**config.mk**
```make
export PLATFORM = sky130hd
export DESIGN_NAME = substring_first_match_unit
export DESIGN_NICKNAME = d
export VERILOG_FILES = /design/src/rtl/sfm_pkg.sv /design/src/rtl/sfm_cell.sv /design/src/rtl/sfm_out_buf.sv /design/src/rtl/substring_first_match_unit.sv
export SDC_FILE = /design/constraint.sdc
export NUM_CORES = 1
export LEC_CHECK = 0
export BUFFER_PORTS_ARGS = -buffer_cell sky130_fd_sc_hd__buf_2
export CAP_MARGIN = 20
export CORE_MARGIN = 2
export CORE_UTILIZATION = 45
export CTS_CLUSTER_DIAMETER = 40
export DETAILED_ROUTE_END_ITERATION = 8
export HOLD_SLACK_MARGIN = 0.05
export SLEW_MARGIN = 0
export SYNTH_ARGS = -nofsm -noshare
export SYNTH_HDL_FRONTEND = slang
export SYNTH_SLANG_ARGS = --single-unit
```
**constraint.sdc**
```tcl
create_clock -name clk_i -period 19.8 [get_ports clk_i]
set_clock_uncertainty 0.05 [all_clocks]
set_input_delay 2.97 -clock clk_i [delete_from_list [all_inputs] [get_ports clk_i]]
set_output_delay 2.97 -clock clk_i [all_outputs]
set_load 0.01 [all_outputs]
```
**src/rtl/sfm_pkg.sv**
```systemverilog
// Shared types and constants of the substring first-match unit.
`timescale 1ns / 1ps

package sfm_pkg;

  localparam int unsigned MaxNeedle   = 16;
  localparam int unsigned IndexBits   = 16;
  localparam int unsigned WindowDepth = MaxNeedle - 1;
  localparam int unsigned NeedleLenW  = $clog2(MaxNeedle + 1);
  localparam int unsigned NeedleIdxW  = (MaxNeedle > 1) ? $clog2(MaxNeedle) : 1;
  localparam int unsigned MatchIdxW   = 17;
  localparam int unsigned CfgIdxW     = 2;
  localparam int unsigned CfgDataW    = 64;

  typedef enum logic [CfgIdxW-1:0] {
    CfgNeedleLength = 2'd0,
    CfgNeedleLow    = 2'd1,
    CfgNeedleHigh   = 2'd2
  } sfm_cfg_idx_e;

  typedef struct packed {
    logic [7:0] text_byte;
    logic       last_byte;
    logic       empty_text;
  } sfm_in_t;

  typedef struct packed {
    logic signed [MatchIdxW-1:0] match_index;
    logic                        found;
  } sfm_out_t;

  // Per-item control shared by every window cell.
  typedef struct packed {
    logic shift;
    logic clear;
  } sfm_cell_ctrl_t;

endpackage

```
**src/rtl/sfm_cell.sv**
```systemverilog
// One window cell: holds a text byte, passes it on, compares it to its needle byte.
`timescale 1ns / 1ps

module sfm_cell (
  input  logic                  clk_i,
  input  logic                  rst_ni,
  input  sfm_pkg::sfm_cell_ctrl_t ctrl_i,
  input  logic [7:0]            byte_i,
  input  logic [7:0]            needle_byte_i,
  input  logic                  in_use_i,
  output logic [7:0]            byte_o,
  output logic                  match_o
);
  import sfm_pkg::*;

  logic [7:0] byte_q, byte_d;

  always_comb begin
    byte_d = byte_q;
    if (ctrl_i.clear) begin
      byte_d = 8'd0;
    end else if (ctrl_i.shift) begin
      byte_d = byte_i;
    end
  end

  always_ff @(posedge clk_i or negedge rst_ni) begin
    if (!rst_ni) begin
      byte_q <= 8'd0;
    end else begin
      byte_q <= byte_d;
    end
  end

  assign byte_o  = byte_q;
  // a cell beyond the needle's reach always agrees
  assign match_o = !in_use_i || (byte_q == needle_byte_i);

endmodule

```
**src/rtl/sfm_out_buf.sv**
```systemverilog
// Two-entry result buffer: output register plus skid register.
`timescale 1ns / 1ps

module sfm_out_buf (
  input  logic              clk_i,
  input  logic              rst_ni,
  input  logic              push_i,
  input  sfm_pkg::sfm_out_t push_item_i,
  output logic              full_o,
  output logic              out_valid_o,
  input  logic              out_ready_i,
  output sfm_pkg::sfm_out_t out_item_o
);
  import sfm_pkg::*;

  logic     out_vld_q, out_vld_d;
  logic     skid_vld_q, skid_vld_d;
  sfm_out_t out_q, out_d;
  sfm_out_t skid_q, skid_d;
  logic     pop;

  assign pop = out_vld_q && out_ready_i;

  always_comb begin
    out_vld_d  = out_vld_q;
    skid_vld_d = skid_vld_q;
    out_d      = out_q;
    skid_d     = skid_q;
    if (pop) begin
      if (skid_vld_q) begin
        // advance the skid entry to the head
        out_d      = skid_q;
        skid_vld_d = push_i;
        skid_d     = push_item_i;
      end else begin
        out_vld_d = push_i;
        out_d     = push_item_i;
      end
    end else if (push_i) begin
      if (!out_vld_q) begin
        out_vld_d = 1'b1;
        out_d     = push_item_i;
      end else begin
        skid_vld_d = 1'b1;
        skid_d     = push_item_i;
      end
    end
  end

  always_ff @(posedge clk_i or negedge rst_ni) begin
    if (!rst_ni) begin
      out_vld_q  <= 1'b0;
      skid_vld_q <= 1'b0;
    end else begin
      out_vld_q  <= out_vld_d;
      skid_vld_q <= skid_vld_d;
    end
  end

  always_ff @(posedge clk_i) begin
    out_q  <= out_d;
    skid_q <= skid_d;
  end

  assign full_o      = skid_vld_q;
  assign out_valid_o = out_vld_q;
  assign out_item_o  = out_q;

  a_skid_behind_head: assert property (@(posedge clk_i) disable iff (!rst_ni)
    skid_vld_q |-> out_vld_q)
    else $error("skid entry held without a head entry");

  a_no_push_when_full: assert property (@(posedge clk_i) disable iff (!rst_ni)
    skid_vld_q |-> !push_i)
    else $error("result pushed into a full buffer");

  a_push_lands: assert property (@(posedge clk_i) disable iff (!rst_ni)
    push_i |=> out_vld_q)
    else $error("pushed result not held");

endmodule

```
**src/rtl/substring_first_match_unit.sv**
```systemverilog
// Top level of the substring first-match unit.
// Searches a byte stream for the first occurrence of a configured needle of up to 16 bytes
// and reports its start index, or -1 when the text ends without a match. One text byte is
// taken per clock cycle with no gaps while the output buffer has room; each result is
// registered into it. The last 15 bytes sit in a row of window cells that all compare
// against the needle in the same cycle as the new byte, so the per-byte compare sets the rate.
// A two-entry output buffer lets input continue while a result waits; input stalls only when
// both entries are full. Configuration is written through its own channel, which is always
// ready; writes take effect on the next item. No initialization sequence is needed after reset.
`timescale 1ns / 1ps

module substring_first_match_unit (
  input  logic                          clk_i,
  input  logic                          rst_ni,
  input  logic                          cfg_valid_i,
  output logic                          cfg_ready_o,
  input  logic [sfm_pkg::CfgIdxW-1:0]   cfg_index_i,
  input  logic [sfm_pkg::CfgDataW-1:0]  cfg_wdata_i,
  input  logic                          in_valid_i,
  output logic                          in_ready_o,
  input  sfm_pkg::sfm_in_t              in_item_i,
  output logic                          out_valid_o,
  input  logic                          out_ready_i,
  output sfm_pkg::sfm_out_t             out_item_o
);
  import sfm_pkg::*;

  // configuration registers
  logic [NeedleLenW-1:0] needle_len_q;
  logic [CfgDataW-1:0]   needle_low_q;
  logic [CfgDataW-1:0]   needle_high_q;

  // per-text state
  logic [IndexBits-1:0] pos_q, pos_d;
  logic                 done_q, done_d;

  logic                  accept;
  logic                  buf_full;
  logic [NeedleLenW-1:0] len_w;
  logic [MaxNeedle-1:0][7:0]   needle_w;
  logic [WindowDepth-1:0][7:0] cell_byte;
  logic [WindowDepth-1:0][7:0] cell_needle;
  logic [WindowDepth-1:0]      cell_in_use;
  logic [WindowDepth-1:0]      cell_match;
  logic [NeedleIdxW-1:0] tail_sel;
  logic                  tail_eq;
  logic                  reach_ok;
  logic                  hit;
  logic                  push;
  logic [MatchIdxW-1:0]  hit_index;
  sfm_out_t              result;
  sfm_cell_ctrl_t        cell_ctrl;

  assign cfg_ready_o = 1'b1;

  always_ff @(posedge clk_i or negedge rst_ni) begin
    if (!rst_ni) begin
      needle_len_q  <= '0;
      needle_low_q  <= '0;
      needle_high_q <= '0;
    end else if (cfg_valid_i) begin
      unique case (cfg_index_i)
        CfgNeedleLength: needle_len_q  <= cfg_wdata_i[NeedleLenW-1:0];
        CfgNeedleLow:    needle_low_q  <= cfg_wdata_i;
        CfgNeedleHigh:   needle_high_q <= cfg_wdata_i;
        default: ;
      endcase
    end
  end

  assign len_w    = (needle_len_q > NeedleLenW'(MaxNeedle)) ? NeedleLenW'(MaxNeedle)
                                                            : needle_len_q;
  assign needle_w = (MaxNeedle*8)'({needle_high_q, needle_low_q});

  // line up each cell with the needle byte it must hold: cell k against byte len-2-k
  always_comb begin
    logic [NeedleLenW-1:0] sel;
    for (int k = 0; k < WindowDepth; k++) begin
      sel            = len_w - NeedleLenW'(k) - NeedleLenW'(2);
      cell_needle[k] = needle_w[sel[NeedleIdxW-1:0]];
      cell_in_use[k] = len_w >= NeedleLenW'(k + 2);
    end
  end

  assign tail_sel = NeedleIdxW'(len_w - NeedleLenW'(1));
  assign tail_eq  = (needle_w[tail_sel] == in_item_i.text_byte);

  assign accept    = in_valid_i && in_ready_o;
  assign in_ready_o = !buf_full;

  assign cell_ctrl.shift = accept && !in_item_i.empty_text && !in_item_i.last_byte;
  assign cell_ctrl.clear = accept && (in_item_i.empty_text || in_item_i.last_byte);

  for (genvar k = 0; k < WindowDepth; k++) begin : g_cell
    logic [7:0] byte_in;
    if (k == 0) begin : g_head
      assign byte_in = in_item_i.text_byte;
    end else begin : g_link
      assign byte_in = cell_byte[k-1];
    end
    sfm_cell u_cell (
      .clk_i         (clk_i),
      .rst_ni        (rst_ni),
      .ctrl_i        (cell_ctrl),
      .byte_i        (byte_in),
      .needle_byte_i (cell_needle[k]),
      .in_use_i      (cell_in_use[k]),
      .byte_o        (cell_byte[k]),
      .match_o       (cell_match[k])
    );
  end

  // enough bytes seen for the alignment ending at this byte
  assign reach_ok  = ({1'b0, pos_q} + (IndexBits+1)'(1)) >= (IndexBits+1)'(len_w);
  assign hit_index = MatchIdxW'(pos_q) + MatchIdxW'(1) - MatchIdxW'(len_w);

  always_comb begin
    hit         = 1'b0;
    push        = 1'b0;
    result      = '0;
    pos_d       = pos_q;
    done_d      = done_q;
    if (accept) begin
      if (in_item_i.empty_text) begin
        push   = 1'b1;
        result.match_index = (len_w == '0) ? '0 : '1;
        result.found       = (len_w == '0);
        pos_d  = '0;
        done_d = 1'b0;
      end else begin
        if (!done_q) begin
          if (len_w == '0) begin
            hit = 1'b1;
            result.match_index = '0;
          end else if (reach_ok && tail_eq && (&cell_match)) begin
            hit = 1'b1;
            result.match_index = hit_index;
          end
          if (hit) begin
            push         = 1'b1;
            result.found = 1'b1;
          end else if (in_item_i.last_byte) begin
            push               = 1'b1;
            result.match_index = '1;
            result.found       = 1'b0;
          end
        end
        if (in_item_i.last_byte) begin
          pos_d  = '0;
          done_d = 1'b0;
        end else begin
          done_d = done_q || hit;
          if (pos_q != '1) begin
            pos_d = pos_q + IndexBits'(1);
          end
        end
      end
    end
  end

  always_ff @(posedge clk_i or negedge rst_ni) begin
    if (!rst_ni) begin
      pos_q  <= '0;
      done_q <= 1'b0;
    end else begin
      pos_q  <= pos_d;
      done_q <= done_d;
    end
  end

  sfm_out_buf u_out_buf (
    .clk_i       (clk_i),
    .rst_ni      (rst_ni),
    .push_i      (push),
    .push_item_i (result),
    .full_o      (buf_full),
    .out_valid_o (out_valid_o),
    .out_ready_i (out_ready_i),
    .out_item_o  (out_item_o)
  );

  a_done_after_byte: assert property (@(posedge clk_i) disable iff (!rst_ni)
    done_q |-> (pos_q != '0))
    else $error("search marked done before any byte");

  a_empty_clears: assert property (@(posedge clk_i) disable iff (!rst_ni)
    (accept && in_item_i.empty_text) |=> (pos_q == '0) && !done_q)
    else $error("empty text item left text state behind");

  a_hit_sets_done: assert property (@(posedge clk_i) disable iff (!rst_ni)
    (hit && !in_item_i.last_byte) |=> done_q)
    else $error("match did not end the search");

  a_one_result_per_text: assert property (@(posedge clk_i) disable iff (!rst_ni)
    (accept && done_q && !in_item_i.empty_text) |-> !push)
    else $error("second result for one text");

endmodule

```
== Yosys cells after proc, flatten, opt, wreduce, memory -nomap -nowiden ==
Cells that the tools add are included.
Word-level totals
  flip-flop bits (word level): 308
  latch bits: 0
  RAM bits: 0
  bits in read-only memories: 0
  bits of input ports: 81
  output and inout port bits: 21
  word-level logic and storage cells: 274
  memories kept: 0
Cells by class
  add/sub/neg operators: 31
  multipliers: 0
  div/mod/pow operators: 0
  $lt $le $gt $ge: 33
  equal/unequal tests: 22
  shift-type cells: 0
  muxes and demuxes: 105
  bitwise gates (word level): 0
  reductions and logical operators: 57
Operators by type and width (count)
  binary-select mux 8 bit (select 4 bit): 16
  2-to-1 mux 8 bit: 46
  2-to-1 mux 18 bit: 12
  equality test 8 bit: 16
  < comparator 4 x 5 -> 1 bit, second input constant: 16
  2-to-1 mux 17 bit: 4
  subtractor 4 x 2 -> 4 bit, second input constant: 16
  2-to-1 mux 16 bit: 3
  greater-or-equal comparator 5 x 4 -> 1 bit, second input constant: 8
  subtractor 4 bit, second input constant: 7
  2-to-1 mux 1 bit: 23
  greater-or-equal comparator 5 x 3 -> 1 bit, second input constant: 4
  logical NOT 1 bit: 18
  adder 16 x 1 -> 17 bit, second input constant: 1
  greater-or-equal comparator 17 x 5 -> 1 bit: 1
  logical OR 1 bit: 17
  subtractor 17 x 5 -> 17 bit: 1
  adder 16 x 1 -> 16 bit, second input constant: 1
  inequality test 16 bit, second input constant: 1
  subtractor 4 x 3 -> 4 bit, second input constant: 4
  AND reduction 15 bit: 1
  AND reduction 2 bit: 7
  greater-or-equal comparator 5 x 2 -> 1 bit, second input constant: 2
  logical AND 1 bit: 7
  other kinds (13): 16

== Longest topological paths before layout ==
  depth in word-level cells: 22
  mapped depth: 26
  mapped depth without buffers: 15

== Cells and area by module ==
From an unflattened synthesis, not the netlist that was laid out.
Second synthesis, totals
  cells, all modules: 1868
  area, all modules: 21254.1 µm²
Modules (own cells, without submodules)
  substring_first_match_unit: times used 1, cells an instance 1247, area an instance 13596.8 µm², sequential area each 3753.6 µm²
  sfm_cell: times used 15, cells an instance 37, area an instance 412.9 µm², sequential area each 200.2 µm²
  sfm_out_buf: times used 1, cells an instance 66, area an instance 1463.9 µm², sequential area each 1131.1 µm²

== Least setup slack after synthesis ==
Ideal clock, no wire load.
  path kind: reg2reg
  start: register needle_len_q[0]
  end: register u_out_buf.out_q, in the netlist u_out_buf.out_item_o[0] (enable)
  setup time: 418 ps
  arrival: 6600 ps
  required time: 19332 ps
  path slack: 12732 ps
  cell stages (with the launch flop): 24
  buffers on the path: 9
  period minus slack after synthesis: 7068 ps
  cell sequence: dfrtp_1 > nor2b_1 > buf_4 > inv_2 > buf_2 > buf_2 > buf_2 > buf_1 > buf_1 > ha_1 > buf_2 > buf_2 > clkbuf_1 > mux2i_1 > mux2_2 > a221oi_1 > xnor2_1 > nand4_1 > o32ai_1 > nand3b_1 > or4_4 > o311ai_0 > nand2_1 > o21ai_0
On the way
  word-level cells in the longest chain between the ends: 21
  elaborated cells between the ends (all ways): 139
  classes of those cells: add/sub (28); order compare (17); eq/ne (16); mux (42); reduce/logical (36)
RTL lines
  start, declared: line substring_first_match_unit.sv:29  | logic [NeedleLenW-1:0] needle_len_q;
  start signal, assigned: line substring_first_match_unit.sv:63  | CfgNeedleLength: needle_len_q <= cfg_wdata_i[NeedleLenW-1:0];
  > comparator 5 bit: line substring_first_match_unit.sv:71  | assign len_w = (needle_len_q > NeedleLenW'(MaxNeedle)) ? NeedleLenW'(MaxNeedle)
  2-to-1 mux 5 bit (*): line substring_first_match_unit.sv:71
  subtractor 4 x 1 -> 4 bit (tied with other cells): line substring_first_match_unit.sv:79, substring_first_match_unit.sv:85
  subtractor 4 x 2 -> 4 bit: line substring_first_match_unit.sv:79  | sel = len_w - NeedleLenW'(k) - NeedleLenW'(2);
  binary-select mux 8 bit (select 4 bit): line substring_first_match_unit.sv:80  | cell_needle[k] = needle_w[sel[NeedleIdxW-1:0]];
  2-to-1 mux 8 bit (implied by the code): line substring_first_match_unit.sv:80
  equality test 8 bit: line sfm_cell.sv:37  | assign match_o = !in_use_i || (byte_q == needle_byte_i);
  logical OR 1 bit: line sfm_cell.sv:37
  [5 not listed]
  2-to-1 mux 1 bit (*): line substring_first_match_unit.sv:124  | if (in_item_i.empty_text) begin
  2-to-1 mux 1 bit (*): line substring_first_match_unit.sv:123  | if (accept) begin
  2-to-1 mux 1 bit (*): line substring_first_match_unit.sv:139  | if (hit) begin
  2-to-1 mux 1 bit (*): line substring_first_match_unit.sv:131  | if (!done_q) begin
  2-to-1 mux 1 bit (*): line substring_first_match_unit.sv:124
  2-to-1 mux 1 bit (*): line substring_first_match_unit.sv:123
  nonzero test 2 bit (no line) (*)
  AND reduction 2 bit (no line) (*)
  end signal, assigned: line sfm_out_buf.sv:61  | out_q <= out_d;
  end, declared: line sfm_out_buf.sv:18  | sfm_out_t out_q, out_d;
Mark *: on every way between the ends. The rest lies on a longest branch, timed or not. The select of a mux whose other input is x is not followed.
A chain may end at the register's enable or synchronous reset.

== Worst setup path after layout ==
  start: register needle_len_q[1]
  end: register u_out_buf.skid_q[2] (netlist bit) (enable)
On the way
  word-level cells in the longest chain between the ends: 21
  elaborated cells between the ends (all ways): 139
  classes of those cells: add/sub (28); order compare (17); eq/ne (16); mux (42); reduce/logical (36)
RTL lines
  > comparator 5 bit: line substring_first_match_unit.sv:71
  2-to-1 mux 5 bit (*): line substring_first_match_unit.sv:71
  subtractor 4 x 1 -> 4 bit (tied with other cells): line substring_first_match_unit.sv:79, substring_first_match_unit.sv:85
  subtractor 4 x 2 -> 4 bit: line substring_first_match_unit.sv:79
  binary-select mux 8 bit (select 4 bit): line substring_first_match_unit.sv:80
  2-to-1 mux 8 bit (implied by the code): line substring_first_match_unit.sv:80
  equality test 8 bit: line sfm_cell.sv:37
  logical OR 1 bit: line sfm_cell.sv:37
  [5 not listed]
  2-to-1 mux 1 bit (*): line substring_first_match_unit.sv:124
  2-to-1 mux 1 bit (*): line substring_first_match_unit.sv:123
  2-to-1 mux 1 bit (*): line substring_first_match_unit.sv:139
  2-to-1 mux 1 bit (*): line substring_first_match_unit.sv:131
  2-to-1 mux 1 bit (*): line substring_first_match_unit.sv:124
  2-to-1 mux 1 bit (*): line substring_first_match_unit.sv:123
  nonzero test 2 bit (no line) (*)
  AND reduction 3 bit (no line) (*)
  end signal, assigned: line sfm_out_buf.sv:62  | skid_q <= skid_d;
  end, declared: line sfm_out_buf.sv:19  | sfm_out_t skid_q, skid_d;
Marked as above.

==> impl_results.rst <==
.. list-table::
   :header-rows: 1

   * - Metric
     - Value
   * - Status
     - complete, no violations
   * - Wire length reported by the detailed router
     - slightly above 100 mm
   * - Gate Count Post-Synth
     - around 2600
   * - Combinational fraction of design power
     - 0.496
   * - Core area
     - between 50000 and 60000 µm²
   * - Clock input transition at the sequential cells of the worst setup and hold paths
     - approximately 0.060 ns
   * - # resized after CTS
     - 0
   * - Die Height
     - approximately 240 µm
   * - Critical path arrival
     - between 8 and 9 ns
   * - CTS Root Cell
     - sky130_fd_sc_hd__clkbuf_16
   * - Buffers and inverters on the worst path
     - 3
   * - Post-Synthesis Net Count
     - between 2000 and 3000
   * - Number of flops mapped to enable cells by yosys
     - 36
   * - Avg Inst Size Synth
     - slightly below 10 µm²
   * - WL per Instance
     - between 30 and 40 µm
   * - Num ports
     - 102
   * - Sum of negative setup slack
     - 0 ns
   * - Share of total power consumed by net switching
     - 0.451
   * - YS warnings
     - 0
   * - Final HPWL from detailed placement
     - about 75 mm
   * - Period utilisation layout
     - 0.401
   * - Slew HR
     - 0.223
   * - Max FO, Critical Path
     - 42
   * - Total power after layout
     - about 3800 µW
   * - Element type at the critical path end
     - register
   * - TritonCTS clock tree
     - built
   * - TritonRoute pass-1 iters
     - 8
   * - Lkg Pwr
     - between 0.01 and 0.015 µW
   * - Fmax achieved
     - ~0.13 GHz
   * - Wire length of the first global-routing pass
     - 151 mm
   * - Post-synthesis instance area
     - 25500 µm²
   * - Overflow after GRT
     - 0
   * - Ordered list of cells on the worst path
     - nand2b_2 -> buf_4 -> inv_2 -> ha_1 -> a32oi_1 -> a21oi_1 -> a22oi_1 -> and4_1 -> nor4_1 -> nand4_1 -> o21a_1 -> or4_4 -> o311ai_0 -> nand2_1 -> o22ai_1 -> buf_4
   * - Async set-reset flop share out of synthesis
     - 0.883
   * - Largest net degree at the start of global routing
     - 80
   * - Required time reported for the critical path endpoint
     - roughly 20 ns
   * - Nature of the critical path startpoint
     - register
   * - Antenna viol nets, final
     - 0
   * - Crit path depth
     - 16
   * - Internal power of the cells
     - 2060 µW
   * - Start of the worst register-to-register path
     - needle_len_q[1]
   * - Cells on Worst Hold Path
     - 1
   * - Hold Violations, Final
     - 0
   * - Critical path class
     - reg -> reg
   * - Number of global-route vias before repair
     - 21700
   * - Setup repair after global routing missed its margin
     - no
   * - H-tree level count
     - 2
   * - Min-delay worst type
     - reg -> reg
   * - Most used cell, CP
     - sky130_fd_sc_hd__buf_4
   * - Layout filler cell count
     - 5167
   * - Layout Area Growth over Synthesis
     - 10.2%
   * - Delay of the slowest cell on the worst path
     - 0.87 ns
   * - Number of input and output port buffers inserted
     - 100
   * - Sequential area share after synthesis
     - 0.309
   * - Effective utilization at floorplan
     - 0.454
   * - Post-CTS repair timing setup buffer count
     - 0
   * - Vias post-DR
     - 23200
   * - Transition time of the tightest slew-check pin
     - between 1 and 1.5 ns
   * - Number of library cell types mapped by synthesis
     - between 80 and 90
   * - Floorplan row count
     - a little under 90
   * - Sequential group share of total power
     - 0.251
   * - Number of DRC markers in iteration 0
     - between 3000 and 4000
   * - Vias per cell
     - approximately 7
   * - Dominant cells by area after synthesis
     - sky130_fd_sc_hd__dfrtp_1, sky130_fd_sc_hd__mux2i_1, sky130_fd_sc_hd__mux2_2
   * - Final setup violation count
     - 0
   * - Worst min-delay path startpoint
     - g_cell[1].u_cell.byte_o[6]
   * - Worst reg2reg path endpoint
     - u_out_buf.skid_q[2]
   * - Cell taking the most area after synthesis
     - sky130_fd_sc_hd__dfrtp_1
   * - Die Footprint
     - ~59000 µm²
   * - Gr usage total
     - 0.345
   * - Proportion of power drawn by the clock network
     - 0.253
   * - Fin util
     - 0.500
   * - Total number of clock tree sinks
     - around 310
   * - Worst setup path startpoint
     - needle_len_q[1]
   * - Power spent charging and discharging nets
     - 1690 µW
   * - Final Net Count
     - 2634
   * - Max Cap Violations
     - 0
   * - Number of buffers added by the clock tree synthesis step
     - 50
   * - Max-slew violations
     - 0
   * - Final RePlAce weighted congestion
     - just over 1
   * - X dimension of the die
     - about 240 µm
   * - Number of standard cells in the layout, taps in and fillers out
     - 3330
   * - CP Capture Point
     - u_out_buf.skid_q[2]
   * - Pwr per Cell Area
     - between 100 and 150 nW/µm²
   * - Total instance count after detailed placement
     - between 3000 and 4000
   * - Non-Filler Cell Area, Final
     - approximately 28000 µm²
   * - Peak supply drop
     - roughly 81 µV
   * - Seq cells post-synth
     - between 300 and 400
   * - Area after DPL
     - roughly 26000 µm²
   * - Hold Buf Count CTS
     - 0
   * - Final critical delay including setup and external delays
     - about 8 ns
   * - Family with the most delay on the worst path
     - compound AO/OA/AOI/OAI gates
   * - DRC violations left
     - 0
   * - Area fraction of the dominant cell type after synthesis
     - 0.267
   * - Cell with the largest stage delay on the worst path
     - sky130_fd_sc_hd__a21oi_1
   * - Worst Reg2Reg Path Length in Cells
     - 16
   * - Number of diodes added for antenna fixing
     - 0
   * - Fraction of layout instances using a drive strength above 1
     - 0.201
   * - Clock latency on the worst-skew pair
     - 0.64 ns
   * - Buffers from clock root to sink, at most
     - 3
   * - Slack of the worst reg-to-reg path
     - approximately 12 ns
   * - Main flop type after synthesis
     - sky130_fd_sc_hd__dfrtp_1
   * - Antenna violations before repair
     - 2
## cell type report
cell class,count,area [µm²],area share
inverter,25,96.3,0.00343
tap,756,946,0.0336
clock inverter,36,534,0.0190
clock buffer,55,1310,0.0466
timing repair buffer,149,880,0.0313
multi-input combinational,2001,16500,0.585
sequential,308,7890,0.281
## cells by family after synthesis
kind of cell	Yosys count	synth area share
compound gates	697	0.200
other cells	1	0.000147
simple gates	596	0.125
mux	486	0.237
xor+xnor	203	0.0707
flops	308	0.309
fa+ha+maj	18	0.00912
buf+inv	279	0.0491
## sequential cells by signal, summed over array words and instances, names as in the netlist
register,flops
g_cell.u_cell.byte_o,120
u_out_buf.out_item_o,18
u_out_buf.full_o,1
needle_len_q,5
pos_q,16
u_out_buf.out_valid_o,1
done_q,1
needle_low_q,64
needle_high_q,64
u_out_buf.skid_q,18
## worst min path at each step
stage | to | slack [ns]
finish | g_cell[2].u_cell.byte_o[6] | 0.46
floorplan | g_cell[2].u_cell.byte_o[6] | 0.42
CTS | g_cell[2].u_cell.byte_o[6] | 0.46
global placement | g_cell[2].u_cell.byte_o[6] | 0.43
detailed placement | g_cell[4].u_cell.byte_o[7] | 0.45
global route | g_cell[4].u_cell.byte_o[7] | 0.48
## synthesized netlist by cell type (20+ instances only)
| cell | instances |
|---|---|
| sky130_fd_sc_hd__buf_2 | 69 |
| sky130_fd_sc_hd__mux2i_1 | 245 |
| sky130_fd_sc_hd__inv_1 | 20 |
| sky130_fd_sc_hd__a21oi_1 | 96 |
| sky130_fd_sc_hd__nand2_1 | 171 |
| sky130_fd_sc_hd__xnor2_1 | 143 |
| sky130_fd_sc_hd__nand3_1 | 59 |
| sky130_fd_sc_hd__a211oi_1 | 79 |
| sky130_fd_sc_hd__nor4_1 | 43 |
| sky130_fd_sc_hd__nor3_1 | 38 |
| sky130_fd_sc_hd__a2bb2oi_1 | 20 |
| sky130_fd_sc_hd__a22o_1 | 135 |
| sky130_fd_sc_hd__edfxtp_1 | 36 |
| sky130_fd_sc_hd__a22oi_1 | 52 |
| sky130_fd_sc_hd__nand4_1 | 37 |
| sky130_fd_sc_hd__mux2_2 | 163 |
| sky130_fd_sc_hd__buf_4 | 20 |
| sky130_fd_sc_hd__dfrtp_1 | 272 |
| sky130_fd_sc_hd__and3b_1 | 31 |
| sky130_fd_sc_hd__clkbuf_1 | 127 |
| sky130_fd_sc_hd__xor2_1 | 58 |
| sky130_fd_sc_hd__nor2b_1 | 34 |
| sky130_fd_sc_hd__nor2_1 | 74 |
| sky130_fd_sc_hd__mux4_2 | 78 |
| sky130_fd_sc_hd__buf_1 | 32 |
| sky130_fd_sc_hd__a31oi_1 | 28 |
| sky130_fd_sc_hd__o21ai_0 | 98 |
| sky130_fd_sc_hd__and2_1 | 26 |
## per-layer routing
layer,vias up,track usage,wire length [µm]
met2,1544,0.496,43200
li1,9863,-,-
met3,295,0.0850,11500
met5,-,0,18
met1,11500,0.483,42800
met4,2,0.169,5880
## power by group through the flow
stage	combinational, µW	clock [µW]	sequential, µW
2_1_floorplan	1320	0	817
3_3_place_gp	1780	0	937
3_5_place_dp	1800	0	938
4_1_cts	1800	965	927
5_1_grt	1960	993	942
6_report	1860	949	943
## metrics by stage
stage	setup WS, ns	hold WS, ns
global placement	12.15	0.427
global route	11.48	0.480
finish	11.85	0.461
CTS	12.08	0.461
floorplan	12.73	0.416
detailed placement	12.06	0.447
## cells in the final DEF (no fill, tap or decap), types with 12 or more instances in the layout
cell                        Yosys  routed
sky130_fd_sc_hd__nor4_1        43      43
sky130_fd_sc_hd__o31ai_1       16      16
sky130_fd_sc_hd__mux2_2       163     163
sky130_fd_sc_hd__a21o_1        12      12
sky130_fd_sc_hd__nand2_1      171     170
sky130_fd_sc_hd__mux4_2        78      78
sky130_fd_sc_hd__clkbuf_16      0      50
sky130_fd_sc_hd__a221oi_1      13      13
sky130_fd_sc_hd__and3b_1       31      31
sky130_fd_sc_hd__a2bb2oi_1     20      20
sky130_fd_sc_hd__a31oi_1       28      28
sky130_fd_sc_hd__edfxtp_1      36      36
sky130_fd_sc_hd__xnor2_1      143     141
sky130_fd_sc_hd__inv_1         20      20
sky130_fd_sc_hd__and2_1        26      26
sky130_fd_sc_hd__a22oi_1       52      52
sky130_fd_sc_hd__buf_2         69     100
sky130_fd_sc_hd__nor2b_1       34      33
sky130_fd_sc_hd__nand4_1       37      37
sky130_fd_sc_hd__nand3_1       59      59
sky130_fd_sc_hd__and3_1        14      14
sky130_fd_sc_hd__xor2_1        58      58
sky130_fd_sc_hd__nor2_1        74      74
sky130_fd_sc_hd__dfrtp_1      272     270
sky130_fd_sc_hd__o21ai_0       98      97
sky130_fd_sc_hd__a22o_1       135     135
sky130_fd_sc_hd__nor3_1        38      37
sky130_fd_sc_hd__o211ai_1      18      18
sky130_fd_sc_hd__ha_1          17      16
sky130_fd_sc_hd__a21oi_1       96      95
sky130_fd_sc_hd__buf_4         20      47
sky130_fd_sc_hd__a211oi_1      79      79
sky130_fd_sc_hd__nand2b_1      13      12
sky130_fd_sc_hd__mux2i_1      245     245
sky130_fd_sc_hd__o22a_1        16      16
Power figures use the tool's default switching activity.
